--- src/rtl/decimal_lsd_radix_sorter_macros.svh ---
// Assertion macros for the decimal LSD radix sorter.
`ifndef DECIMAL_LSD_RADIX_SORTER_MACROS_SVH
`define DECIMAL_LSD_RADIX_SORTER_MACROS_SVH
`ifndef NO_ASSERTIONS
`define DLRS_ASSERT(label, clk, rst, prop, msg) \
   label: assert property (@(posedge clk) disable iff (rst) prop) else $error(msg);
`define DLRS_ASSERT_NR(label, clk, prop, msg) \
   label: assert property (@(posedge clk) prop) else $error(msg);
`else
`define DLRS_ASSERT(label, clk, rst, prop, msg)
`define DLRS_ASSERT_NR(label, clk, prop, msg)
`endif
`endif

--- src/rtl/dlrs_pkg.sv ---
`timescale 1ns / 1ps
// ---------------------------------------------------------------------------
// dlrs_pkg
// Types and constants shared by the decimal LSD radix sorter.
// ---------------------------------------------------------------------------
package dlrs_pkg;
   localparam int MAX_ITEMS = 64;
   localparam int IDX_W = $clog2(MAX_ITEMS);
   localparam int CNT_W = $clog2(MAX_ITEMS + 1);
   localparam int VAL_W = 31;
   localparam int ENT_W = 2 * VAL_W;
   localparam int RADIX = 10;
   localparam int QDEPTH = 2;

   typedef struct packed {
      logic [VAL_W-1:0] value;
      logic             last_in;
   } req_type;

   typedef struct packed {
      logic [VAL_W-1:0] sorted_value;
      logic             last_out;
      logic             overflow;
   } rsp_type;

   typedef struct packed {
      logic [VAL_W-1:0] value;
      logic             store;
      logic             close;
   } cmd_type;

   typedef struct packed {
      logic [VAL_W-1:0] value;
      logic [VAL_W-1:0] quo;
   } entry_type;

   typedef enum logic [3:0] {
      ST_LOAD, ST_CLEAR, ST_COUNT, ST_PREFIX, ST_PLACE_RD, ST_PLACE_WR,
      ST_COPY_RD, ST_COPY_WR, ST_NEXT, ST_OUT_RD, ST_OUT_WR
   } state_type;
endpackage

--- src/rtl/dlrs_front.sv ---
`timescale 1ns / 1ps
// ---------------------------------------------------------------------------
// dlrs_front
// Accepts input words, classifies them as stored or dropped, and queues
// commands for the sorting engine.
// ---------------------------------------------------------------------------
`include "decimal_lsd_radix_sorter_macros.svh"
module dlrs_front import dlrs_pkg::*; (
   input  logic    clock,
   input  logic    reset,
   input  logic    req_valid,
   output logic    req_ready,
   input  req_type req_data,
   output logic    cmd_valid,
   input  logic    cmd_ready,
   output cmd_type cmd_data
);
   logic [CNT_W-1:0] count_ff, count_in;
   cmd_type          q_ff [QDEPTH];
   cmd_type          q_in [QDEPTH];
   logic [1:0]       fill_ff, fill_in;
   logic             push, pop;
   cmd_type          cmd_new;

   assign req_ready = (fill_ff != 2'(QDEPTH));
   assign push = req_valid && req_ready;
   assign pop = cmd_valid && cmd_ready;
   assign cmd_valid = (fill_ff != 2'd0);
   assign cmd_data = q_ff[0];

   always_comb begin
      cmd_new.value = req_data.value;
      cmd_new.store = (count_ff < CNT_W'(MAX_ITEMS));
      cmd_new.close = req_data.last_in;
      count_in = count_ff;
      if (push) begin
         if (req_data.last_in) begin
            count_in = '0;
         end else if (cmd_new.store) begin
            count_in = count_ff + 1'b1;
         end
      end
      fill_in = fill_ff + {1'b0, push} - {1'b0, pop};
      q_in = q_ff;
      if (pop) begin
         q_in[0] = q_ff[1];
      end
      if (push) begin
         if (fill_ff == 2'd0 || (pop && fill_ff == 2'd1)) begin
            q_in[0] = cmd_new;
         end else begin
            q_in[1] = cmd_new;
         end
      end
   end

   always_ff @(posedge clock) begin
      if (reset) begin
         count_ff <= '0;
         fill_ff <= '0;
      end else begin
         count_ff <= count_in;
         fill_ff <= fill_in;
      end
      q_ff <= q_in;
   end

   `DLRS_ASSERT(a_fill_bound, clock, reset, fill_ff <= 2'(QDEPTH), "queue overfilled")
   `DLRS_ASSERT(a_count_bound, clock, reset, count_ff <= CNT_W'(MAX_ITEMS), "count overran")
   `DLRS_ASSERT(a_close_clears, clock, reset, push && req_data.last_in |=> count_ff == '0,
      "count not cleared at set end")
endmodule

--- config.mk ---
export PLATFORM = sky130hd
export DESIGN_NAME = dlrs_front
export DESIGN_NICKNAME = d
export VERILOG_FILES = /design/src/rtl/dlrs_pkg.sv /design/src/rtl/dlrs_front.sv
export VERILOG_INCLUDE_DIRS = /design/src /design/src/rtl
export SDC_FILE = /design/constraint.sdc
export NUM_CORES = 1
export LEC_CHECK = 0
export BUFFER_PORTS_ARGS = -buffer_cell sky130_fd_sc_hd__buf_2
export CORE_MARGIN = 5
export CORE_UTILIZATION = 57
export DETAILED_ROUTE_END_ITERATION = 7
export PLACE_DENSITY = 0.84
export SYNTH_ARGS = -nofsm -noshare
export SYNTH_HDL_FRONTEND = slang
export SYNTH_SLANG_ARGS = --single-unit
--- constraint.sdc ---
create_clock -name clock -period 7.35 [get_ports clock]
set_clock_uncertainty 0.1 [all_clocks]
set_input_delay 1.47 -clock clock [delete_from_list [all_inputs] [get_ports clock]]
set_output_delay 1.47 -clock clock [all_outputs]
set_load 0.005 [all_outputs]
Word-level counts from Yosys, hierarchy flattened. Index checks and enable logic that the tools add are counted.

Word-level logic and storage cells: 30. Flip-flop bits (word level): 75. Input bits: 36.

Bitwise gates (word level): 1. Eq/ne operators: 2. Reduce and logical (&&, ||, !) cells: 9. $lt $le $gt $ge: 1. Mux-type cells: 6. Add/subtract/negate cells: 3.

Operator list (number): $mux W33 (3); $mux W66 (1); $mux W7 (2); $add A7 B1 Y7 const B (1); $lt A7 B7 Y1 const B (1); $reduce_and A2 Y1 (2); $reduce_bool A2 Y1 (2); $logic_and A1 B1 Y1 (3); $add A2 B1 Y2 (1); $eq A2 B1 Y1 const B (1); $logic_not A2 Y1 (1); $ne A2 B2 Y1 const B (1); $sub A2 B1 Y2 (1); $logic_or A1 B1 Y1 (1); $not A1 Y1 (1).

Depth between registers and ports, before layout. Gate-level depths: netlist of run 1.

Word-level depth: 6. Mapped depth: 8. Depth with buffers taken out: 8.

Least setup slack after synthesis of run 1. No wires, ideal clock.

Kind: input to register. Start point: input req_valid. End point: register q_ff[0] in the netlist's numbering (enable). Stages: 3. Slack: 3465 ps. Data arrival time: 3351 ps. Buffers on the path: 1. Library setup time: 434 ps. Path through: buf_2 > nand2_1 > a21oi_1.

Cells in the longest elaborated chain, start to end: 2.

Ends and longest elaborated chain: start: declaration (RTL line dlrs_front.sv:11) `input logic req_valid,`; $logic_and A1 B1 Y1 (RTL line dlrs_front.sv:26) `assign push = req_valid && req_ready;`; $reduce_and A2 Y1 (no line); end signal: assignment (RTL line dlrs_front.sv:65) `q_ff <= q_in;`; end: declaration (RTL line dlrs_front.sv:19) `cmd_type q_ff [QDEPTH];`.

No other way between the ends. A chain may end at the register's enable or synchronous reset.

Final worst setup path of run 1.
Start point: input cmd_ready. End point: register fill_ff[1].

Cells in the longest elaborated chain, start to end: 2.

Ends and longest elaborated chain: start: declaration (RTL line dlrs_front.sv:15) `input logic cmd_ready,`; $logic_and A1 B1 Y1 (RTL line dlrs_front.sv:27) `assign pop = cmd_valid && cmd_ready;`; $sub A2 B1 Y2 (RTL line dlrs_front.sv:43) `fill_in = fill_ff + {1'b0, push} - {1'b0, pop};`; end signal: assignment (RTL line dlrs_front.sv:63) `fill_ff <= fill_in;`; end: declaration (RTL line dlrs_front.sv:21) `logic [1:0] fill_ff, fill_in;`.

No other way between the ends.

==> key figures, run 1 <==
Run status
  – Status: completed

Global routing
  – First-pass GRT wire length: 8800 um
  – Vias in the first global route: 1905
  – Initial antenna violation count: 0
  – Total GRT Usage: 0.159
  – Largest net degree at the start of global routing: 67
  – GR peak layer: met2
  – Routing usage on met2: 0.249
  – Met3 Usage GRT: 0.0564
  – GRT overflow: 0
  – Global Route met1 Usage: 0.191

Yosys
  – Mux cell area share after synthesis: 0.108
  – Synth warn: 0
  – Post-synth EDFFs: 33
  – Synth unique cells: 30
  – Adder-Cell Fraction of Synth Area: 0.00815
  – Ys async rst share: 0
  – Largest family of logic cells by synthesized area: multiplexers
  – Post-Synthesis Cells: 265
  – Synthesized flop and latch total: 75
  – Prevailing post-synth register cell: dfxtp_1
  – Synthesized area per cell: between 10 and 15 sq um
  – Xor/xnor share of the synthesized area: 0.0200
  – Sequential-to-total area share from yosys stat: 0.596
  – Netlist Area Pre-Place: 0.00307 sq mm
  – Compound-gate portion of the synthesized area: 0.0741
  – Synthesized Nets: 303
  – Post-synthesis simple-gate area fraction: 0.0884

Drt
  – Routed wire length: 5330 um
  – ANT nets after route: 0
  – Drt drc: 0
  – Vias per inst: 5.10
  – Router iterations before antenna repair: 4
  – Drt wl/cell: 14.1 um
  – Via count: 1924
  – Drt first-iter violations: 169

Timing
  – Max Freq: 358 MHz
  – Setup_tns: 0 ps
  – Slew Limit Fails: 0
  – RSZ-0062 raised after global routing: no
  – Fin crit share: 0.380
  – Crit path time final: 2790 ps
  – Final setup fails: 0
  – Max_slew headroom: 0.283
  – Final Hold Fails: 0
  – Slew @ Worst Pin: 1070 ps

Run
  – Max-cap viol count: 0

Critical path
  – Crit Path Class: in -> reg
  – Reg2Reg Capture Point: fill_ff[1]
  – Crit end category: flip-flop
  – R2R Setup Slk: around 5300 ps
  – Crit start category: input pin
  – Reg-to-Reg Start: fill_ff[0]
  – R2R depth: 7
  – Arrival time at the worst endpoint: 2930 ps
  – Crit path required time: 7480 ps
  – Maximum fanout along the worst path: 35

CTS
  – Num CTS Buffers: 9
  – Clk slew on worst S/H paths: 70 ps
  – Clock Root Buffer: clkbuf_8
  – Post-CTS Setup Repair Bufs: 0
  – Sink Count: 75
  – Skew-Pair Late Insertion Delay: between 300 and 400 ps
  – CTS tree: done
  – Post-CTS sizing: 0
  – # H-tree levels: 3
  – # hold bufs at CTS: 0
  – Clock Path Buffers: 2

Floorplanning
  – I/O pin cnt: about 70
  – Core ar.: 0.00517 sq mm
  – Die height: 83.4 um
  – Starting density of the core: 0.594
  – Num rows: 26
  – Overall die area: 0.00696 sq mm
  – Chip width: about 83 um

Final layout
  – Layout Nets: 340
  – Post-Layout Cell Count: 377
  – Fillers: 399
  – Share of layout cells above drive strength 1: 0.306
  – N_diodes: 0
  – P&R area growth vs syn: 12.0%
  – Post-route cell area: 0.00344 sq mm

Hold path
  – Hold Startpoint: count_ff[6]
  – Cells on Worst Hold Path: 1
  – HP Class: reg -> reg
  – Hold worst-path end: cmd_data[1]

Power
  – Leak: 1.54 nW
  – VDD IR-drop max: 201 uV
  – Power per Cell Area: 375 mW/mm^2

Placement
  – # port buffers: 70
  – RePlAce Congestion: 0.747
  – Placed cells: 361
  – Placed cell area: between 0.003 and 0.004 sq mm
  – Final HPWL DP: about 3500 um
report_power, final:
part | internal, mW | switching, mW | leakage, nW
registers | 0.547 | 0.0537 | 0.648
logic | 0.170 | 0.186 | 0.785
clock network | 0.190 | 0.143 | 0.103
metal layers:
layer | vias to the layer above | part of all wire
met5 | - | 0
met4 | 0 | 0.014
met3 | 10 | 0.086
met2 | 82 | 0.46
met1 | 868 | 0.44
li1 | 964 | -
cells in the mapped netlist (2+ instances only):
master | number | area [sq um]
edfxtp_1 | 33 | 991
buf_2 | 4 | 20.0
clkbuf_1 | 5 | 18.8
inv_1 | 2 | 7.51
xor2_1 | 4 | 35.0
ha_1 | 2 | 25.0
nor2_1 | 6 | 22.5
nor2b_1 | 2 | 12.5
xnor2_1 | 3 | 26.3
nand4_1 | 2 | 12.5
dfxtp_1 | 42 | 841
and3_1 | 2 | 12.5
nand2_1 | 35 | 131
mux2i_1 | 32 | 320
a21oi_1 | 7 | 35.0
o21ai_0 | 35 | 175
buf_4 | 36 | 270
cell type report:
type | count | area [sq um] | share of cell area
clock buffers | 11 | 131 | 0.0382
clock inverters | 5 | 77.6 | 0.0225
inverters | 3 | 13.8 | 0.00400
multi-input cells | 142 | 941 | 0.273
flip-flops and latches | 75 | 1830 | 0.532
well taps | 70 | 87.6 | 0.0255
repair buffers | 71 | 358 | 0.104
registers in the layout (all words and copies together) (netlist names):
| signal | flops |
|---|---|
| count_ff | 7 |
| q_ff | 33 |
| fill_ff | 2 |
| cmd_data | 33 |
cell families (layout without fill, tap and decap cells):
group                    Yosys count  count (layout)
flip-flops                        75              75
XOR/XNOR                           7               7
buffers and inverters             48              90
adder cells (fa/ha/maj)            2               2
AND/OR/NAND/NOR                   56              56
AO/OA/AOI/OAI                     44              44
multiplexers                      33              33
through the flow:
| stage | total power [mW] | hold WS (ps) | setup WS, ps | utilization |
|---|---|---|---|---|
| global placement | 0.959 | 337 | 4240 | 0.625 |
| CTS | 1.31 | 380 | 4540 | 0.665 |
| global route | 1.38 | 419 | 4420 | 0.665 |
| finish | 1.29 | 385 | 4560 | 0.665 |
| floorplan | 0.936 | 320 | 3460 | - |
| detailed placement | 0.973 | 366 | 4180 | 0.625 |
worst max-delay path by stage:
stage | from | end | slack, ps | depth (start not counted)
finish | cmd_ready | fill_ff[1] | 4560 | 8
global route | cmd_ready | cmd_data[23] | 4420 | 4
CTS | req_valid | q_ff[5] | 4540 | 3
detailed placement | cmd_ready | fill_ff[1] | 4180 | 8
global placement | cmd_ready | fill_ff[1] | 4240 | 8
floorplan | req_valid | q_ff[0] | 3460 | 3
critical path, cell delays in order:
cell,delay (ps)
buf_2,130
o21ai_4,50
buf_4,510
xor2_1,210
ha_1,170
xor2_1,180
xnor2_1,140
nor2_1,50
cells in the final DEF, fill, tap and decap left out, types with 2 or more instances in the layout:
master	netlist	routed
a21oi_1	7	6
buf_2	4	70
bufinv_16	0	2
clkbuf_1	5	2
clkbuf_8	0	9
clkinv_2	0	2
dfxtp_1	42	42
edfxtp_1	33	33
ha_1	2	2
inv_1	2	2
mux2i_1	32	32
nand2_1	35	35
nand4_1	2	2
nor2_1	6	6
nor2b_1	2	2
o21ai_0	35	34
xnor2_1	3	3
xor2_1	4	4
(Power assumes the default switching activity.)
==> run 2: changes to the inputs <==
--- a/config.mk
+++ b/config.mk
@@ -6,11 +6,12 @@
 export SDC_FILE = /design/constraint.sdc
 export NUM_CORES = 1
 export LEC_CHECK = 0
+export ABC_AREA = 1
 export BUFFER_PORTS_ARGS = -buffer_cell sky130_fd_sc_hd__buf_2
 export CORE_MARGIN = 5
-export CORE_UTILIZATION = 57
+export CORE_UTILIZATION = 49
 export DETAILED_ROUTE_END_ITERATION = 7
-export PLACE_DENSITY = 0.84
+export PLACE_DENSITY = 0.76
 export SYNTH_ARGS = -nofsm -noshare
 export SYNTH_HDL_FRONTEND = slang
 export SYNTH_SLANG_ARGS = --single-unit
==> constraint.sdc (replaced) <==
create_clock -name clock -period 2.5 [get_ports clock]
set_clock_uncertainty 0.1 [all_clocks]
set_input_delay 0.5 -clock clock [delete_from_list [all_inputs] [get_ports clock]]
set_output_delay 0.5 -clock clock [all_outputs]
set_load 0.005 [all_outputs]
==> run 2 against run 1 <==
  * Critical endpoint unchanged
  * Register-to-register slack lost 4600 ps
  * Wire length grew 16%
  * Hold slack lost 130 ps
==> key figures, run 2 <==
Run status
  – Status: completed

Critical path
  – CP cell instances: nor2_2 > inv_2 > nand2_4 > nand2_1 > nand2_1 > ha_1 > xnor2_1 > xnor2_1 > nor2_1
  – Crit start category: flip-flop
  – Crit. Startpoint: fill_ff[1]
  – Reg-to-Reg Start: fill_ff[1]
  – Maximum fanout along the worst path: 36 (+2.9%)
  – CP peak stage delay: 380 ps (-130 ps)
  – Crit path max-delay family: simple AND/OR/NAND/NOR gates
  – Crit path required time: 2630 ps (-4850 ps)
  – Arrival time at the worst endpoint: 1940 ps (-990 ps)
  – Crit-path slowest cell: dfxtp_1
  – Crit Path Class: reg -> reg
  – WP buf/inv: 1 (-1)
  – Crit end category: flip-flop

CTS
  – # H-tree levels: 3 (unchanged)
  – Skew-Pair Late Insertion Delay: 330 ps (about the same)
  – Sink Count: 75 (unchanged)
  – Post-CTS Setup Repair Bufs: 0 (unchanged)
  – Clock Path Buffers: 2 (unchanged)
  – Clk slew on worst S/H paths: 70 ps (about the same)
  – # hold bufs at CTS: 0 (unchanged)
  – Post-CTS sizing: 0 (unchanged)
  – CTS tree: done
  – Num CTS Buffers: 9 (unchanged)
  – Clock Root Buffer: clkbuf_8

Placement
  – RePlAce Congestion: 0.808 (+8.1%)
  – # port buffers: 70 (unchanged)
  – DP Worst Slack: 610 ps (-3570 ps)
  – Final HPWL DP: 3930 um (+13%)
  – Placed cells: 489 (+35%)

Floorplanning
  – Num rows: 30 (+15%)
  – Starting density of the core: 0.498 (-0.0961)
  – Die height: 92.4 um (+11%)
  – Core ar.: 0.00668 sq mm (+29%)
  – I/O pin cnt: 71 (unchanged)
  – Chip width: 92.4 um (+11%)
  – Overall die area: 0.00853 sq mm (+23%)

Final layout
  – Sequential Area: 0.00183 sq mm (unchanged)
  – Post-Layout Cell Count: 505 (+34%)
  – P&R area growth vs syn: 8.95%
  – Layout Nets: 458 (+35%)
  – Multi-input gate area: 0.00106 sq mm (+13%)
  – Commonest cells after routing, fill and taps aside: nand2_1, buf_2, dfxtp_1
  – Share of layout cells above drive strength 1: 0.259 (-0.0474)
  – N_diodes: 0 (unchanged)
  – Commonest non-fill, non-tap cell in the layout: nand2_1
  – Fillers: 647 (+62%)

Yosys
  – Synth unique cells: 24 (-20%)
  – Synth cell count leaders: nand2_1, dfxtp_1, buf_4, edfxtp_1, inv_1
  – Synthesized Nets: 419 (+38%)
  – Netlist Area Pre-Place: 0.00333 sq mm (+8.3%)
  – Adder-Cell Fraction of Synth Area: 0.00752 (-0.000622)
  – Ranking of synthesized cells by area: edfxtp_1, dfxtp_1, nand2_1, buf_4, nand2_2
  – Ys async rst share: 0 (unchanged)
  – Post-Synthesis Cells: 381 (+44%)
  – Largest family of logic cells by synthesized area: simple AND/OR/NAND/NOR gates
  – Synthesized area per cell: 8.73 sq um (-25%)
  – Compound-gate portion of the synthesized area: 0.0252 (-0.0489)
  – Synth warn: 0 (unchanged)
  – Count leader, synth: nand2_1
  – Post-synthesis simple-gate area fraction: 0.278 (+0.190)
  – Sequential-to-total area share from yosys stat: 0.551 (-0.0455)
  – Post-synth EDFFs: 33 (unchanged)
  – Synthesized flop and latch total: 75 (unchanged)
  – Share of the synthesized area in the top cell type: 0.298 (-0.0246)
  – Xor/xnor share of the synthesized area: 0.00527 (-0.0147)
  – Cell taking the most area after synthesis: edfxtp_1
  – Mux cell area share after synthesis: 0 (-0.108)
  – Prevailing post-synth register cell: dfxtp_1

Drt
  – Metal2 WL: 2970 um (+21%)
  – ANT nets after route: 0 (unchanged)
  – Router iterations before antenna repair: 4 (unchanged)
  – Drt wl/cell: 12.2 um (-14%)
  – Wl on met1: 2800 um (+19%)
  – Top Layer Used: met4
  – Via count: 2299 (+19%)
  – Vias per inst: 4.55 (-11%)
  – Drt first-iter violations: 116 (-31%)
  – Met3 WL: 314 um (-31%)
  – Drt drc: 0 (unchanged)
  – Routed wire length: 6160 um (+16%)

Timing
  – Final Hold Fails: 0 (unchanged)
  – Max Freq: 552 MHz
  – Worst Setup Slack, final: 687 ps (-3870 ps)
  – Slew @ Worst Pin: 481 ps (-592 ps)
  – RSZ-0062 raised after global routing: no
  – Final Hold Slack: 255 ps (-130 ps)
  – Max_slew headroom: 0.679 (+0.396)
  – Setup_tns: 0 ps (unchanged)
  – Slew Limit Fails: 0 (unchanged)
  – Fin crit share: 0.725
  – Final setup fails: 0 (unchanged)
  – Crit path time final: 1810 ps

Power
  – Leak: 1.78 nW (+16%)
  – Final Power: 3.97 mW (+210%)
  – Power per Cell Area: 1100 mW/mm^2 (+190%)
  – VDD IR-drop max: 431 uV (+110%)

Global routing
  – Total GRT Usage: 0.149 (-0.0106)
  – GRT overflow: 0 (unchanged)
  – Largest net degree at the start of global routing: 37 (-45%)
  – Vias in the first global route: 2199 (+15%)
  – Initial antenna violation count: 0 (unchanged)
  – First-pass GRT wire length: 10100 um (+14%)

Hold path
  – Hold Startpoint: req_data[5]
  – HP Class: in -> reg

Run
  – Max-cap viol count: 0 (unchanged)
==> run 2: area by class of cell <==
class | instances | area share
clock buffers | 11 | 0.0390
multi-input cells | 244 | 0.292
repair buffers | 73 | 0.103
well taps | 80 | 0.0276
flip-flops and latches | 75 | 0.506
inverters | 17 | 0.0180
clock inverters | 5 | 0.0145
==> run 2: metal layers <==
layer	track usage	vias up
met5	0	-
met1	0.180	1019
met4	0.0631	0
li1	-	1226
met2	0.248	47
met3	0.0398	7
==> run 2: through the flow <==
step	utilization	area [sq um]
6_report	0.542	3620
5_1_grt	0.542	3620
4_1_cts	0.542	3620
3_5_place_dp	0.513	3430
3_3_place_gp	0.513	3430
2_1_floorplan	-	3330
==> run 2: cell families (layout without fill, tap and decap cells) <==
logic type	after synthesis	count (layout)
compound gates	14	14
xor+xnor	2	2
fa+ha+maj	2	2
buf+inv	62	106
flops	75	75
simple gates	226	226
==> run 2: final timing paths <==
check,endpoint,slack (ps),cells past startpoint
max reg2reg,fill_ff[1],690,9
min,q_ff[6],250,1
max,fill_ff[1],690,9
min reg2reg,cmd_data[1],390,1
==> run 2: report_power, final <==
group,leakage (nW),total (mW),switching [mW],internal (mW)
clock,0.0991,0.909,0.425,0.484
combinational,1.03,1.20,0.714,0.485
sequential,0.649,1.86,0.179,1.68
==> run 3: changes to the inputs <==
==> constraint.sdc (replaced) <==
create_clock -name clock -period 1.6 [get_ports clock]
set_clock_uncertainty 0.1 [all_clocks]
set_input_delay 0.32 -clock clock [delete_from_list [all_inputs] [get_ports clock]]
set_output_delay 0.32 -clock clock [all_outputs]
set_load 0.005 [all_outputs]
==> run 3 against run 2 <==
  * Final cell count is 0.79% higher
  * Via count up 3.7%
  * Die area did not move
  * Largest power group unchanged
  * Hold slack got worse by 180 ps
  * Setup slack got worse by 630 ps
  * Clock power is 71% higher
  * Core utilization grew 2.0 points
  * Cell area up 3.7%
  * Sequential share of layout area down 1.7 points
  * Critical path depth unchanged
  * Critical path type unchanged
==> key figures, run 3 (synthesized netlist as in run 2, its figures left out) <==
Critical path
  – Crit-path slowest cell: dfxtp_4
  – Maximum fanout along the worst path: 4 (-89%)
  – Crit Path Class: reg -> reg
  – Crit end category: flip-flop
  – Crit start category: flip-flop
  – Crit path required time: 1720 ps (-910 ps)
  – Most used cell, CP: nand2_2
  – WP buf/inv: 1 (unchanged)
  – Arrival time at the worst endpoint: 1670 ps (-270 ps)
  – CP cell instances: inv_1 > nand2_2 > nand2_4 > nand2_2 > nand2_1 > ha_2 > xnor2_2 > xnor2_1 > nor2_1
  – Crit path max-delay family: simple AND/OR/NAND/NOR gates
  – CP peak stage delay: 360 ps (-20 ps)

Drt
  – Drt first-iter violations: 85 (-27%)
  – Drt wl/cell: 12.3 um (+1.2%)
  – Vias per inst: 4.69 (+2.9%)
  – ANT nets after route: 0 (unchanged)
  – Via count: 2385 (+3.7%)
  – Routed wire length: 6280 um (+2.0%)
  – Router iterations before antenna repair: 4 (unchanged)
  – Drt drc: 0 (unchanged)

Timing
  – Final setup fails: 0 (unchanged)
  – Crit path time final: 1550 ps (-267 ps)
  – Setup_tns: 0 ps (unchanged)
  – Max_slew headroom: 0.815 (+0.136)
  – Slew @ Worst Pin: 276 ps (-205 ps)
  – Slew Limit Fails: 0 (unchanged)
  – Max Freq: 647 MHz (+17%)
  – Final Hold Fails: 0 (unchanged)
  – Worst Setup Slack, final: 54.3 ps (-633 ps)
  – Final Hold Slack: 70.6 ps (-184 ps)
  – Fin crit share: 0.966 (+0.241)

Final layout
  – Multi-input gate area: 0.00108 sq mm (+2.4%)
  – Layout Nets: 463 (+1.1%)
  – Sequential Area: 0.00184 sq mm (+0.27%)
  – Fillers: 621 (-4.0%)
  – Commonest cells after routing, fill and taps aside: nand2_1, buf_2, dfxtp_1
  – Share of layout cells above drive strength 1: 0.282 (+0.0232)
  – Post-route cell area: 0.00376 sq mm (+3.7%)
  – Final Core Density: 0.563 (+0.0202)
  – Commonest non-fill, non-tap cell in the layout: nand2_1
  – Post-Layout Cell Count: 509 (+0.79%)
  – P&R area growth vs syn: 13.0%
  – N_diodes: 0 (unchanged)

CTS
  – Clock Path Buffers: 2 (unchanged)
  – Clock Root Buffer: clkbuf_8
  – Sink Count: 75 (unchanged)
  – CTS tree: done
  – # H-tree levels: 3 (unchanged)
  – # hold bufs at CTS: 0 (unchanged)
  – Skew-Pair Late Insertion Delay: 330 ps (about the same)
  – Num CTS Buffers: 9 (unchanged)
  – Clk slew on worst S/H paths: 70 ps (about the same)

Power
  – Final Power: 6.50 mW (+64%)
  – Power per Cell Area: 1730 mW/mm^2 (+58%)
  – VDD IR-drop max: 756 uV (+76%)
  – Leak: 1.84 nW (+3.3%)

Floorplanning
  – Core ar.: 0.00668 sq mm (unchanged)
  – I/O pin cnt: 71 (unchanged)
  – Overall die area: 0.00853 sq mm (unchanged)
  – Num rows: 30 (unchanged)
  – Starting density of the core: 0.498 (unchanged)
  – Die height: 92.4 um (unchanged)
  – Chip width: 92.4 um (unchanged)

Hold path
  – HP Class: in -> reg

Global routing
  – First-pass GRT wire length: 10300 um (+2.1%)
  – GRT overflow: 0 (unchanged)
  – Vias in the first global route: 2351 (+6.9%)
  – Largest net degree at the start of global routing: 36 (-2.7%)
  – Initial antenna violation count: 0 (unchanged)
  – Total GRT Usage: 0.152 (+0.00365)

Placement
  – # port buffers: 70 (unchanged)
  – Placed cells: 493 (+0.82%)
  – Final HPWL DP: 4190 um (+6.7%)
  – RePlAce Congestion: 0.771 (-4.5%)
  – DP Worst Slack: 30.7 ps (-579 ps)
  – Placed cell area: 0.00351 sq mm (+2.3%)

Run status
  – Status: completed

Run
  – Max-cap viol count: 0 (unchanged)
[run 3: layer usage]
layer	share of wire	global-route usage
met1	0.45	0.171
met2	0.47	0.265
met3	0.054	0.0366
met4	0.022	0.0817
met5	0	0
[run 3: repair_timing]
action,4_1_cts,5_1_grt
buffers inserted,0,1
endpoints found under the setup margin,0,2
gates resized for setup,0,6
[run 3: worst paths after layout]
kind                                   from  cells after the start          end  slack, ps
worst max-delay path             fill_ff[0]                      9   fill_ff[1]         50
worst min-delay path            req_data[6]                      1      q_ff[7]         70
worst max register to register   fill_ff[0]                      9   fill_ff[1]         50
worst min register to register  count_ff[6]                      1  cmd_data[1]        390
[run 3: where the power goes]
part	switching, mW	internal (mW)
clock network	0.658	0.892
registers	0.276	2.64
logic	1.17	0.870
[run 3: cell type report]
cell class	instances	share of cell area
timing repair buffer	78	0.120
clock inverter	3	0.0117
clock buffer	12	0.0469
tap	80	0.0266
inverter	17	0.0173
sequential	75	0.489
multi-input combinational	244	0.289
